$ cat src/sv/b64e_pkg.sv
// Shared types, constants and the alphabet function of the Base64 encoder.
`default_nettype none
package b64e_pkg;

	localparam int GRP_DEPTH = 2;
	localparam logic [7:0] PAD_CHAR = 8'h3D;

	localparam logic [1:0] CHAR_0 = 2'd0;
	localparam logic [1:0] CHAR_1 = 2'd1;
	localparam logic [1:0] CHAR_2 = 2'd2;
	localparam logic [1:0] CHAR_3 = 2'd3;

	typedef struct packed {
		logic [7:0] data_byte;
		logic       final_byte;
	} in_item_t;

	typedef struct packed {
		logic [7:0] out_char;
		logic       end_of_text;
	} out_item_t;

	typedef struct packed {
		logic [7:0] b0;
		logic [7:0] b1;
		logic [7:0] b2;
		logic [1:0] n;
		logic       fin;
	} grp_t;

	function automatic logic [7:0] enc_char(input logic [5:0] six);
		logic [7:0] v;
		v = {2'b00, six};
		if (six < 6'd26)
			enc_char = 8'h41 + v;
		else if (six < 6'd52)
			enc_char = 8'h61 + v - 8'd26;
		else if (six < 6'd62)
			enc_char = 8'h30 + v - 8'd52;
		else if (six == 6'd62)
			enc_char = 8'h2B;
		else
			enc_char = 8'h2F;
	endfunction

endpackage
`default_nettype wire

$ cat src/sv/b64e_front.sv
// Front end: collects bytes into groups and pushes complete or final groups.
`default_nettype none
module b64e_front (
	input  wire logic              clk,
	input  wire logic              arst_n,
	input  wire logic              push,
	input  wire b64e_pkg::in_item_t in_data,
	input  wire logic              grp_full,
	output logic                   grp_push,
	output b64e_pkg::grp_t         grp_data
);

	logic [7:0] first_q;
	logic [7:0] second_q;
	logic [1:0] cnt_q;
	logic [1:0] have;
	logic [1:0] n;
	logic       accept;
	logic       hold;

	assign accept = push && !grp_full;
	assign have   = (cnt_q == 2'd3) ? 2'd2 : cnt_q;
	assign n      = have + 2'd1;
	assign hold   = (n != 2'd3) && !in_data.final_byte;

	assign grp_push = accept && !hold;

	always_comb begin
		grp_data.n   = n;
		grp_data.fin = in_data.final_byte;
		grp_data.b0  = (n == 2'd1) ? in_data.data_byte : first_q;
		grp_data.b1  = (n == 2'd2) ? in_data.data_byte : ((n == 2'd3) ? second_q : 8'd0);
		grp_data.b2  = (n == 2'd3) ? in_data.data_byte : 8'd0;
	end

	always_ff @(posedge clk or negedge arst_n) begin
		if (!arst_n) begin
			cnt_q    <= 2'd0;
			first_q  <= 8'd0;
			second_q <= 8'd0;
		end else if (accept) begin
			cnt_q <= hold ? n : 2'd0;
			if (hold) begin
				if (have == 2'd0)
					first_q <= in_data.data_byte;
				else
					second_q <= in_data.data_byte;
			end
		end
	end

endmodule
`default_nettype wire

$ cat src/sv/b64e_grpq.sv
// Short group queue between front end and character back end.
`default_nettype none
module b64e_grpq #(
	parameter int DEPTH = b64e_pkg::GRP_DEPTH
) (
	input  wire logic           clk,
	input  wire logic           arst_n,
	input  wire logic           wr_en,
	input  wire b64e_pkg::grp_t wr_data,
	output logic                full,
	input  wire logic           rd_en,
	output logic                empty,
	output b64e_pkg::grp_t      rd_data
);

	localparam int AW = (DEPTH > 1) ? $clog2(DEPTH) : 1;
	localparam int CW = $clog2(DEPTH + 1);

	b64e_pkg::grp_t mem_q [DEPTH];
	logic [AW-1:0]  wr_ptr_q;
	logic [AW-1:0]  rd_ptr_q;
	logic [CW-1:0]  cnt_q;
	logic           do_wr;
	logic           do_rd;

	assign full    = (cnt_q == CW'(DEPTH));
	assign empty   = (cnt_q == '0);
	assign do_wr   = wr_en && !full;
	assign do_rd   = rd_en && !empty;
	assign rd_data = mem_q[rd_ptr_q];

	always_ff @(posedge clk or negedge arst_n) begin
		if (!arst_n) begin
			wr_ptr_q <= '0;
			rd_ptr_q <= '0;
			cnt_q    <= '0;
		end else begin
			if (do_wr)
				wr_ptr_q <= (wr_ptr_q == AW'(DEPTH - 1)) ? '0 : wr_ptr_q + 1'b1;
			if (do_rd)
				rd_ptr_q <= (rd_ptr_q == AW'(DEPTH - 1)) ? '0 : rd_ptr_q + 1'b1;
			if (do_wr && !do_rd)
				cnt_q <= cnt_q + 1'b1;
			else if (do_rd && !do_wr)
				cnt_q <= cnt_q - 1'b1;
		end
	end

	always_ff @(posedge clk) begin
		if (do_wr)
			mem_q[wr_ptr_q] <= wr_data;
	end

endmodule
`default_nettype wire

$ cat src/sv/b64e_back.sv
// Back end: turns each queued group into four characters, one per cycle while the result side pops.
`default_nettype none
module b64e_back (
	input  wire logic              clk,
	input  wire logic              arst_n,
	input  wire logic              grp_empty,
	input  wire b64e_pkg::grp_t    grp_data,
	output logic                   grp_pop,
	input  wire logic              pop,
	output logic                   empty,
	output b64e_pkg::out_item_t    out_data
);

	logic                valid_q;
	b64e_pkg::out_item_t out_q;
	logic [1:0]          k_q;
	logic                load;
	logic [5:0]          six;
	logic [23:0]         bits;
	b64e_pkg::out_item_t nxt;

	assign empty    = !valid_q;
	assign out_data = out_q;
	assign load     = !grp_empty && (!valid_q || pop);
	assign grp_pop  = load && (k_q == b64e_pkg::CHAR_3);
	assign bits     = {grp_data.b0, grp_data.b1, grp_data.b2};

	always_comb begin
		case (k_q)
			b64e_pkg::CHAR_0: six = bits[23:18];
			b64e_pkg::CHAR_1: six = bits[17:12];
			b64e_pkg::CHAR_2: six = bits[11:6];
			default:          six = bits[5:0];
		endcase
		nxt.out_char    = (k_q <= grp_data.n) ? b64e_pkg::enc_char(six) : b64e_pkg::PAD_CHAR;
		nxt.end_of_text = grp_data.fin && (k_q == b64e_pkg::CHAR_3);
	end

	always_ff @(posedge clk or negedge arst_n) begin
		if (!arst_n) begin
			valid_q <= 1'b0;
			k_q     <= b64e_pkg::CHAR_0;
		end else begin
			if (load) begin
				valid_q <= 1'b1;
				k_q     <= k_q + 2'd1;
			end else if (pop) begin
				valid_q <= 1'b0;
			end
		end
	end

	always_ff @(posedge clk) begin
		if (load)
			out_q <= nxt;
	end

endmodule
`default_nettype wire

$ cat src/sv/base64_encoder_core.sv
// Top level of the streaming Base64 encoder.
//
// Channel   Handshake    Payload
// input     push / full  in_data  (data_byte, final_byte)
// result    pop / empty  out_data (out_char, end_of_text)
//
// A byte is taken every cycle while the group queue has room; a finished group
// yields four characters, so the sustained byte rate is set by the back end
// emitting one character per cycle while the result side pops.
// Each result character is registered into out_q from the group at the queue head.
// Reset clears the held count, the queue pointers and the output valid.
// A stall on the result side fills the queue, then raises full.
`default_nettype none
module base64_encoder_core #(
	parameter int GRP_DEPTH = b64e_pkg::GRP_DEPTH
) (
	input  wire logic               clk,
	input  wire logic               arst_n,
	input  wire logic               push,
	output logic                    full,
	input  wire b64e_pkg::in_item_t in_data,
	output logic                    empty,
	input  wire logic               pop,
	output b64e_pkg::out_item_t     out_data
);

	logic           grp_push;
	logic           grp_full;
	logic           grp_pop;
	logic           grp_empty;
	b64e_pkg::grp_t grp_wr;
	b64e_pkg::grp_t grp_rd;

	assign full = grp_full;

	b64e_front u_front (
		.clk      (clk),
		.arst_n   (arst_n),
		.push     (push),
		.in_data  (in_data),
		.grp_full (grp_full),
		.grp_push (grp_push),
		.grp_data (grp_wr)
	);

	b64e_grpq #(
		.DEPTH (GRP_DEPTH)
	) u_grpq (
		.clk     (clk),
		.arst_n  (arst_n),
		.wr_en   (grp_push),
		.wr_data (grp_wr),
		.full    (grp_full),
		.rd_en   (grp_pop),
		.empty   (grp_empty),
		.rd_data (grp_rd)
	);

	b64e_back u_back (
		.clk       (clk),
		.arst_n    (arst_n),
		.grp_empty (grp_empty),
		.grp_data  (grp_rd),
		.grp_pop   (grp_pop),
		.pop       (pop),
		.empty     (empty),
		.out_data  (out_data)
	);

endmodule
`default_nettype wire
$ cat config.mk
export PLATFORM = sky130hd
export DESIGN_NAME = base64_encoder_core
export DESIGN_NICKNAME = d
export VERILOG_FILES = /design/src/sv/b64e_pkg.sv /design/src/sv/b64e_front.sv /design/src/sv/b64e_grpq.sv /design/src/sv/b64e_back.sv /design/src/sv/base64_encoder_core.sv
export SDC_FILE = /design/constraint.sdc
export NUM_CORES = 1
export LEC_CHECK = 0
export ABC_AREA = 1
export BUFFER_PORTS_ARGS = -buffer_cell sky130_fd_sc_hd__buf_2
export CELL_PAD_IN_SITES_DETAIL_PLACEMENT = 1
export CELL_PAD_IN_SITES_GLOBAL_PLACEMENT = 1
export CORE_UTILIZATION = 48
export CTS_CLUSTER_SIZE = 40
export DETAILED_ROUTE_END_ITERATION = 8
export PLACE_DENSITY_LB_ADDON = 0.1
export SETUP_SLACK_MARGIN = 0.15
export SLEW_MARGIN = 40
export SYNTH_ARGS = -nofsm -noshare
export SYNTH_HDL_FRONTEND = slang
export SYNTH_SLANG_ARGS = --single-unit
$ cat constraint.sdc
create_clock -name clk -period 2.9 [get_ports clk]
set_input_delay 0.145 -clock clk [delete_from_list [all_inputs] [get_ports clk]]
set_output_delay 0.145 -clock clk [all_outputs]
set_load 0.02 [all_outputs]
==> impl_metrics.yaml, run 1 <==
synth:
  synth-seq-cells: 88
  synthTopCellsByArea: "edfxtp_1 (43%), dfrtp_1 (14%), nand2_1 (12%), ha_1 (4.9%), o21ai_0 (4.8%)"
  async_reset_ff_frac: 0.2841
  synthFlopType: "edfxtp_1"
  yosys-top-cells-count: "nand2_1 (142), edfxtp_1 (63), inv_1 (46)"
  synth_warnings: 0
  ys_types: 32
  synth_area_mm2: 0.004364
  syn_nets: 483
  yosys.area.top_type: "edfxtp_1"
  syn_inst: 453
  avgSynthCellArea_um2: 9.634
  ys_seq_area_frac: 0.5768
  synth_most_common_cell: "nand2_1"
  synth_top_area_frac: 0.4335
  synth_edf_count: 63
drt:
  routed_wl_um: 10300
  first_pass_iters: 4
  routed-via-count: 3190
  final_antenna_net_count: 0
  avgViaCountPerCell: 5.238
  post_drt_wl_per_cell_um: 16.91
  drc_errors: 0
  first_iter_violations: 138
timing:
  maxSlewHeadroom: 0.5834
  tightest_slew_ns: 0.6249
  fin_crit_sh: 0.8913
  hold_violations: 0
  setup-tns-final_ns: 0
  max_freq_ghz: 0.3869
  fin_skew_ns: 0.01400
  setup_viol: 0
  fin_crit_ns: 2.585
  drv_slew: 0
  rsz0062_at_grt: "true"
  whs_ns: 0.08056
setup_path:
  timing_worst_setup_path_type: "reg -> reg"
  setup.worst_path.start_class: "flip-flop"
  critPathMaxStageDelay_ns: 0.47
  path_cells: "inv_2 > ha_1 > buf_12 > nand2_1 > nand2_1 > inv_1 > nand2_1 > nand2_1 > nand2_1 > nand2_2 > inv_4 > ha_2 > nand4_1 > nand2_1 > inv_1 > nand3_1 > o21ai_0 > nand2_1 > nor2_2"
  critPathMaxFanout: 12
  regToRegEndpoint: "u_back.out_data[8]"
  timing.rr.start: "u_back.k_q[1]"
  worstPathArrival_ns: 2.71
  end_kind: "flip-flop"
  slowest_stage: "dfrtp_2"
  reg2reg_depth: 19
  crit_required_ns: 3.03
  reg2reg_slack_ns: 0.32
  crit_top_cell: "nand2_1"
job:
  drv_cap: 0
outcome:
  outcome: "completed"
clock_tree:
  cts_root_buf: "clkbuf_8"
  cts_made_buffers: 9
  htree_num_levels: 3
  cts_tree: "done"
  cts_buffer_depth: 2
  clk_pin_slew_ns: 0.10
  numClockSinks: 88
  clk_latency_ns: 0.37
die:
  dieArea_mm2: 0.009477
  row_count: 34
  chipHeight_um: 97.35
  initial_core_util: 0.4980
  die_w_um: 97.35
  io_pins: 24
  core_region_area_mm2: 0.008763
cells_and_area:
  final_layout_size_suffix_gt1_frac: 0.2096
  diodes: 0
  nFillCells: 991
  post-route-cell-area_mm2: 0.004950
  final_core_util: 0.5648
  area_delta_synth_final_pct: 13.42
  nets: 526
placed_design:
  place_area_mm2: 0.004639
  hpwl_um: 7406
  io_buffers: 23
  routabilityCongestion: 0.8928
global_route:
  grt_first_pass_wirelength_um: 17130
  grt_use_total: 0.2362
  grt_pass1_vias: 3442
  grt_overflow: 0
  grt_max_degree: 28
  antenna_found_initial: 0
worst_hold_path:
  hold_path.class: "in -> reg"
  hold_end: "u_grpq.mem_q[1][5]"
  hold_depth: 3
  min-delay-start: "in_data[3]"
[sequential cells by signal, summed over array words and instances (netlist names)]
name	cells
u_grpq.cnt_q	2
u_back.k_q	2
u_front.cnt_q	2
u_grpq.wr_ptr_q	1
u_grpq.rd_ptr_q	1
u_back.out_data	9
u_grpq.mem_q	54
u_front.second_q	8
u_back.valid_q	1
u_front.first_q	8
[metal layers]
layer / global-route usage / vias up / wire length [um]
met5: 0 / - / 0
met4: 0.07919 / 0 / 189
met3: 0.04676 / 17 / 294
met2: 0.4014 / 46 / 5116
met1: 0.3037 / 1572 / 4702
li1: - / 1555 / -
[stage by stage]
step                      worst slack [ns]  cells
after floorplan                     0.4479    453
after global placement              0.1210    585
after detailed placement          0.001078    585
after CTS                           0.1598    603
after global routing                0.1337    609
final                               0.3152    609
[cell type report]
class	count	area, um^2	area share
inverters	57	229.0	0.04626
clock buffers	11	141.4	0.02856
well taps	108	135.1	0.02730
repair buffers	43	282.8	0.05713
multi-input cells	297	1578	0.3188
flip-flops and latches	88	2520	0.5091
clock inverters	5	63.81	0.01289
[cell usage in the layout, fill, tap and decap left out, types with 6 or more instances in the layout]
master	netlist	layout
dfrtp_1	25	23
buf_2	2	23
inv_2	6	8
clkbuf_8	0	10
buf_4	0	17
nand2_1	142	141
nand3_1	22	22
o21ai_0	42	41
nor2_1	20	18
ha_1	17	13
nand2_2	8	9
a21oi_1	16	16
inv_4	4	6
edfxtp_1	63	63
inv_1	46	42
[worst max-delay path by stage]
stage                               to  slack, ns  cells after the start          start
floorplan           u_back.out_data[8]       0.45                     18  u_back.k_q[0]
global placement    u_back.out_data[4]       0.12                     18  u_back.k_q[0]
finish              u_back.out_data[8]       0.32                     19  u_back.k_q[1]
global route        u_back.out_data[8]       0.13                     19  u_back.k_q[1]
CTS                 u_back.out_data[8]       0.16                     18  u_back.k_q[1]
detailed placement  u_back.out_data[4]      0.001                     18  u_back.k_q[0]
[kinds of logic after synthesis]
| kind of cell | synth area share |
|---|---|
| compound gates | 0.08114 |
| flops | 0.5768 |
| xor+xnor | 0.01405 |
| fa+ha+maj | 0.04874 |
| simple gates | 0.2067 |
| mux | 0.002294 |
| buf+inv | 0.07024 |
[critical path, delay by kind of cell, from the launching register on]
kind                       cells  cell delay (ns)
and+or+nand+nor               11             0.93
DFF                            1             0.47
buffers and inverters          5             0.47
AOI/OAI and AO/OA              1             0.08
adders and majority gates      2             0.40
[timing repair]
item,CTS,global route
hold endpoints to repair,27,0
hold buffers,2,0
pin swaps,0,4
setup buffers,0,6
setup endpoints to repair,8,8
gates resized for setup,6,10
Power of run 1 is not shown: default switching activity piles up to over one toggle a cycle in this logic, so the estimate is an artifact.
==> run 2: changes to the inputs <==
--- a/config.mk
+++ b/config.mk
@@ -5,14 +5,14 @@
 export SDC_FILE = /design/constraint.sdc
 export NUM_CORES = 1
 export LEC_CHECK = 0
-export ABC_AREA = 1
 export BUFFER_PORTS_ARGS = -buffer_cell sky130_fd_sc_hd__buf_2
 export CELL_PAD_IN_SITES_DETAIL_PLACEMENT = 1
 export CELL_PAD_IN_SITES_GLOBAL_PLACEMENT = 1
-export CORE_UTILIZATION = 48
+export CORE_UTILIZATION = 50
 export CTS_CLUSTER_SIZE = 40
 export DETAILED_ROUTE_END_ITERATION = 8
 export PLACE_DENSITY_LB_ADDON = 0.1
+export RECOVER_POWER = 25
 export SETUP_SLACK_MARGIN = 0.15
 export SLEW_MARGIN = 40
 export SYNTH_ARGS = -nofsm -noshare
==> impl_metrics.yaml, run 2 <==
timing:
  fin_crit_ns: 2.706
  whs_ns: 0.07314
  hold_violations: 0
  maxSlewHeadroom: 0.02080
  fin_skew_ns: 0.009590
  setup_viol: 0
  setup-tns-final_ns: 0
  tightest_slew_ns: 1.469
  drv_slew: 0
  fin_crit_sh: 0.9330
  max_freq_ghz: 0.3696
  rsz0062_at_grt: "false"
placed_design:
  io_buffers: 23
  hpwl_um: 6847
  dp_cells: 460
  routabilityCongestion: 0.8845
setup_path:
  regToRegEndpoint: "u_back.out_data[7]"
  end_kind: "flip-flop"
  crit_required_ns: 2.97
  setup.worst_path.start_class: "flip-flop"
  path_delay_family: "buffers and inverters"
  crit_buf_inv: 5
  worstPathArrival_ns: 2.77
  critPathMaxFanout: 7
  timing.rr.start: "u_back.k_q[0]"
  path_cells: "inv_2 > ha_4 > buf_4 > a22oi_2 > nand3_1 > nand3_2 > inv_2 > ha_2 > a41oi_4 > o21ai_4 > buf_4 > buf_4 > a41oi_1"
  crit_top_cell: "buf_4"
  reg2reg_slack_ns: 0.19
  critPathMaxStageDelay_ns: 0.45
  reg2reg_depth: 13
  timing_worst_setup_path_type: "reg -> reg"
  slowest_stage: "dfrtp_2"
die:
  dieArea_mm2: 0.008829
  io_pins: 24
  core_region_area_mm2: 0.008217
  initial_core_util: 0.5147
  die_w_um: 93.97
  row_count: 33
  chipHeight_um: 93.97
synth:
  synth_warnings: 0
  synth_most_common_cell: "edfxtp_1"
  synthFlopType: "edfxtp_1"
  avgSynthCellArea_um2: 13.22
  yosys-top-cells-count: "edfxtp_1 (63), nand2_1 (34), dfrtp_1 (25), mux2_2 (25), ha_1 (17)"
  synthTopCellsByArea: "edfxtp_1 (45%), dfrtp_1 (15%), mux2_2 (6.7%), ha_1 (5.0%), nand2_1 (3.0%)"
  yosys.area.top_type: "edfxtp_1"
  syn_inst: 320
  synth_edf_count: 63
  synth_area_mm2: 0.004229
  async_reset_ff_frac: 0.2841
  syn_nets: 350
  ys_types: 53
  ys_seq_area_frac: 0.5953
  synth_top_area_frac: 0.4473
  synth-seq-cells: 88
cells_and_area:
  diodes: 0
  layout_commonest_cell: "edfxtp_1"
  final_core_util: 0.6071
  largest_register_ffs: 54
  nets: 404
  final_layout_size_suffix_gt1_frac: 0.3245
  nFillCells: 823
  final_cells: 484
  layout_common_cells: "edfxtp_1 (63), nand2_1 (34), buf_4 (30), mux2_2 (25), dfrtp_1 (23)"
  largest-register: "u_grpq.mem_q"
  area_delta_synth_final_pct: 17.96
clock_tree:
  cts_made_buffers: 9
  clk_pin_slew_ns: 0.09
  cts_tree: "done"
  numClockSinks: 88
  htree_num_levels: 3
  clk_latency_ns: 0.35
  cts_buffer_depth: 2
  cts_root_buf: "clkbuf_8"
global_route:
  grt_pass1_vias: 3008
  grt_overflow: 0
  grt_first_pass_wirelength_um: 15650
  grt_max_degree: 28
  antenna_found_initial: 0
  grt_use_total: 0.2460
drt:
  drc_errors: 0
  routed_wl_um: 10060
  routed-via-count: 2803
  avgViaCountPerCell: 5.791
  final_antenna_net_count: 0
  first_pass_iters: 4
  first_iter_violations: 141
  post_drt_wl_per_cell_um: 20.78
worst_hold_path:
  hold_depth: 2
  min-delay-start: "in_data[1]"
  hold_path.class: "in -> reg"
  hold_end: "u_front.first_q[0]"
job:
  drv_cap: 0
outcome:
  outcome: "completed"
-- run 2: logic make-up after synthesis --
| family | count (synthesis) | synth area share |
|---|---|---|
| DFF | 88 | 0.5953 |
| and+or+nand+nor | 90 | 0.1068 |
| AOI/OAI and AO/OA | 55 | 0.1059 |
| xor gates and xnor gates | 8 | 0.01657 |
| buffers and inverters | 29 | 0.03964 |
| muxes | 33 | 0.08550 |
| adders and majority gates | 17 | 0.05029 |
-- run 2: how the worst max path moves through the flow --
stage | start | to | depth (start not counted) | slack (ns)
2_1_floorplan | u_back.k_q[0] | u_back.out_data[4] | 13 | -0.02
3_3_place_gp | u_back.k_q[1] | u_back.out_data[4] | 12 | 0.14
3_5_place_dp | u_back.k_q[1] | u_back.out_data[4] | 12 | 0.04
4_1_cts | u_back.k_q[0] | u_back.out_data[1] | 12 | 0.16
5_1_grt | u_back.k_q[0] | u_back.out_data[4] | 11 | 0.08
6_report | u_back.k_q[0] | u_back.out_data[7] | 13 | 0.19
-- run 2: metal layers --
layer,share of wire,vias up,GRT usage
li1,-,1284,-
met1,0.41,1431,0.2994
met2,0.52,61,0.4185
met3,0.029,27,0.04531
met4,0.037,0,0.1218
met5,0,-,0
-- run 2: timing repair --
action / in CTS / in global routing
buffers inserted: 2 / 4
endpoints found under the setup margin: 8 / 8
hold buffers: 2 / 0
hold endpoints to repair: 26 / 0
pin swaps: 1 / 8
gates resized for setup: 7 / 22
-- run 2: area by class of cell --
class	instances	area, um^2	share of cell area
sequential	88	2520	0.5051
multi-input combinational	203	1667	0.3341
timing repair buffer	55	345.3	0.06923
tap	105	131.4	0.02634
clock inverter	7	125.1	0.02508
clock buffer	9	123.9	0.02483
inverter	17	76.32	0.01530
-- run 2: per-stage QoR --
stage / cell area (um^2) / setup slack (ns)
global route: 4989 / 0.08455
floorplan: 4233 / -0.02295
global placement: 4573 / 0.1357
detailed placement: 4573 / 0.04000
CTS: 4881 / 0.1621
finish: 4989 / 0.1944
Power of run 2 is left out for the same reason.
==> run 3: changes to the inputs <==
--- a/config.mk
+++ b/config.mk
@@ -8,6 +8,7 @@
 export BUFFER_PORTS_ARGS = -buffer_cell sky130_fd_sc_hd__buf_2
 export CELL_PAD_IN_SITES_DETAIL_PLACEMENT = 1
 export CELL_PAD_IN_SITES_GLOBAL_PLACEMENT = 1
+export CORE_MARGIN = 10
 export CORE_UTILIZATION = 50
 export CTS_CLUSTER_SIZE = 40
 export DETAILED_ROUTE_END_ITERATION = 8
==> constraint.sdc (replaced) <==
create_clock -name clk -period 2.9 [get_ports clk]
set_input_delay 0 -clock clk [delete_from_list [all_inputs] [get_ports clk]]
set_output_delay 0 -clock clk [all_outputs]
set_load 0.02 [all_outputs]
==> impl_metrics.yaml, run 3 (synthesized netlist as in run 2, its figures left out) <==
outcome:
  outcome: "completed"
placed_design:
  place_area_mm2: 0.004603
  routabilityCongestion: 0.8543
  hpwl_um: 7111
  io_buffers: 23
  pre_cts_ws_ns: 0.02466
cells_and_area:
  largest_register_ffs: 54
  area_delta_synth_final_pct: 19.59
  layout_commonest_cell: "edfxtp_1"
  final_layout_size_suffix_gt1_frac: 0.3069
  nets: 416
  layout_common_cells: "edfxtp_1 (63), nand2_1 (34), buf_4 (30), mux2_2 (25), dfrtp_1 (25)"
  largest-register: "u_grpq.mem_q"
  post-route-cell-area_mm2: 0.005057
  diodes: 0
timing:
  setup_viol: 0
  setup-tns-final_ns: 0
  fin_crit_sh: 0.9354
  setup_ws_ns: 0.1873
  rsz0062_at_grt: "true"
  whs_ns: 0.1248
  fin_crit_ns: 2.713
  max_freq_ghz: 0.3686
  drv_slew: 0
  hold_violations: 0
  fin_skew_ns: 0.009951
  maxSlewHeadroom: 0.01704
  tightest_slew_ns: 1.474
clock_tree:
  cts_root_buf: "clkbuf_8"
  cts_tree: "done"
  cts_made_buffers: 9
  numClockSinks: 88
  clk_latency_ns: 0.36
  cts_buffer_depth: 2
  clk_pin_slew_ns: 0.09
  htree_num_levels: 3
setup_path:
  worstPathArrival_ns: 2.83
  timing_worst_setup_path_type: "reg -> reg"
  reg2reg_slack_ns: 0.19
  setup.worst_path.start_class: "flip-flop"
  critPathMaxFanout: 6
  end_kind: "flip-flop"
  crit_required_ns: 3.02
global_route:
  grt_busiest_layer: "met2"
  grt_max_degree: 28
  antenna_found_initial: 0
  gr-usage-met2: 0.2867
  grtUsageMet1: 0.1978
  grt_pass1_vias: 3127
  grt_overflow: 0
  grt_use_met3: 0.03489
  grt_first_pass_wirelength_um: 16830
  grt_use_total: 0.1686
drt:
  first_iter_violations: 191
  first_pass_iters: 4
  final_antenna_net_count: 0
  routed_wl_um: 10640
  drc_errors: 0
  avgViaCountPerCell: 5.724
  post_drt_wl_per_cell_um: 21.45
  routed-via-count: 2839
die:
  core_region_area_mm2: 0.008217
  dieArea_mm2: 0.01254
  die_w_um: 112.0
  initial_core_util: 0.5147
  io_pins: 24
  chipHeight_um: 112.0
  row_count: 33
job:
  drv_cap: 0
worst_hold_path:
  hold_path.class: "in -> reg"
run 3: changes by cell type in the layout (fill, tap and decap cells not counted), sizes merged:
| cell | before | now |
|---|---|---|
| inv | 18 | 17 |
| dlygate4sd3 | 2 | 11 |
| bufinv | 3 | 0 |
| buf | 41 | 43 |
| clkinvlp | 0 | 1 |
| clkinv | 3 | 2 |
| clkbuf | 21 | 26 |
run 3: through the flow:
| step | cells | utilization |
|---|---|---|
| floorplan | 320 | - |
| global placement | 464 | 0.5602 |
| detailed placement | 464 | 0.5602 |
| CTS | 491 | 0.6035 |
| global route | 496 | 0.6155 |
| finish | 496 | 0.6155 |
run 3: area by class of cell:
class / instances / area, um^2
clock buffer: 13 / 170.2
clock inverter: 3 / 22.52
fill: 820 / 3159
inverter: 17 / 73.82
multi-input combinational: 203 / 1665
sequential: 88 / 2517
tap: 105 / 131.4
timing repair buffer: 67 / 476.7
run 3: per-layer routing:
layer	wire length [um]	vias up	share of wire
met5	0	-	0
met4	356	0	0.033
met3	346	25	0.033
met2	5524	64	0.52
met1	4411	1441	0.41
li1	-	1309	-
run 3: worst paths after layout:
path	from	endpoint	cells after the start
setup / recovery	u_back.k_q[0]	u_back.out_data[4]	11
hold / removal	push	u_front.cnt_q[0]	5
setup reg to reg	u_back.k_q[0]	u_back.out_data[4]	11
hold reg to reg	u_front.cnt_q[0]	u_front.cnt_q[0]	2
max in group asynchronous	arst_n	u_front.first_q[4]	2
min in group asynchronous	arst_n	u_front.second_q[5]	2
run 3: timing repair:
action / in CTS / in global routing
hold buffers: 11 / 0
endpoints found under the setup margin: 7 / 8
hold endpoints to repair: 44 / 0
pin swaps: 6 / 6
setup buffers: 0 / 5
gates resized for setup: 13 / 15
run 3: worst max-delay path, stage by stage, from the launching register on:
cell,delay [ns]
dfrtp_1,0.41
buf_4,0.16
ha_2,0.21
nor2_2,0.27
nand3_1,0.18
and3_4,0.23
ha_4,0.18
nor2b_2,0.17
a311o_2,0.36
o31ai_1,0.07
a221o_1,0.17
nand2_1,0.05
Power of run 3 is left out for the same reason.
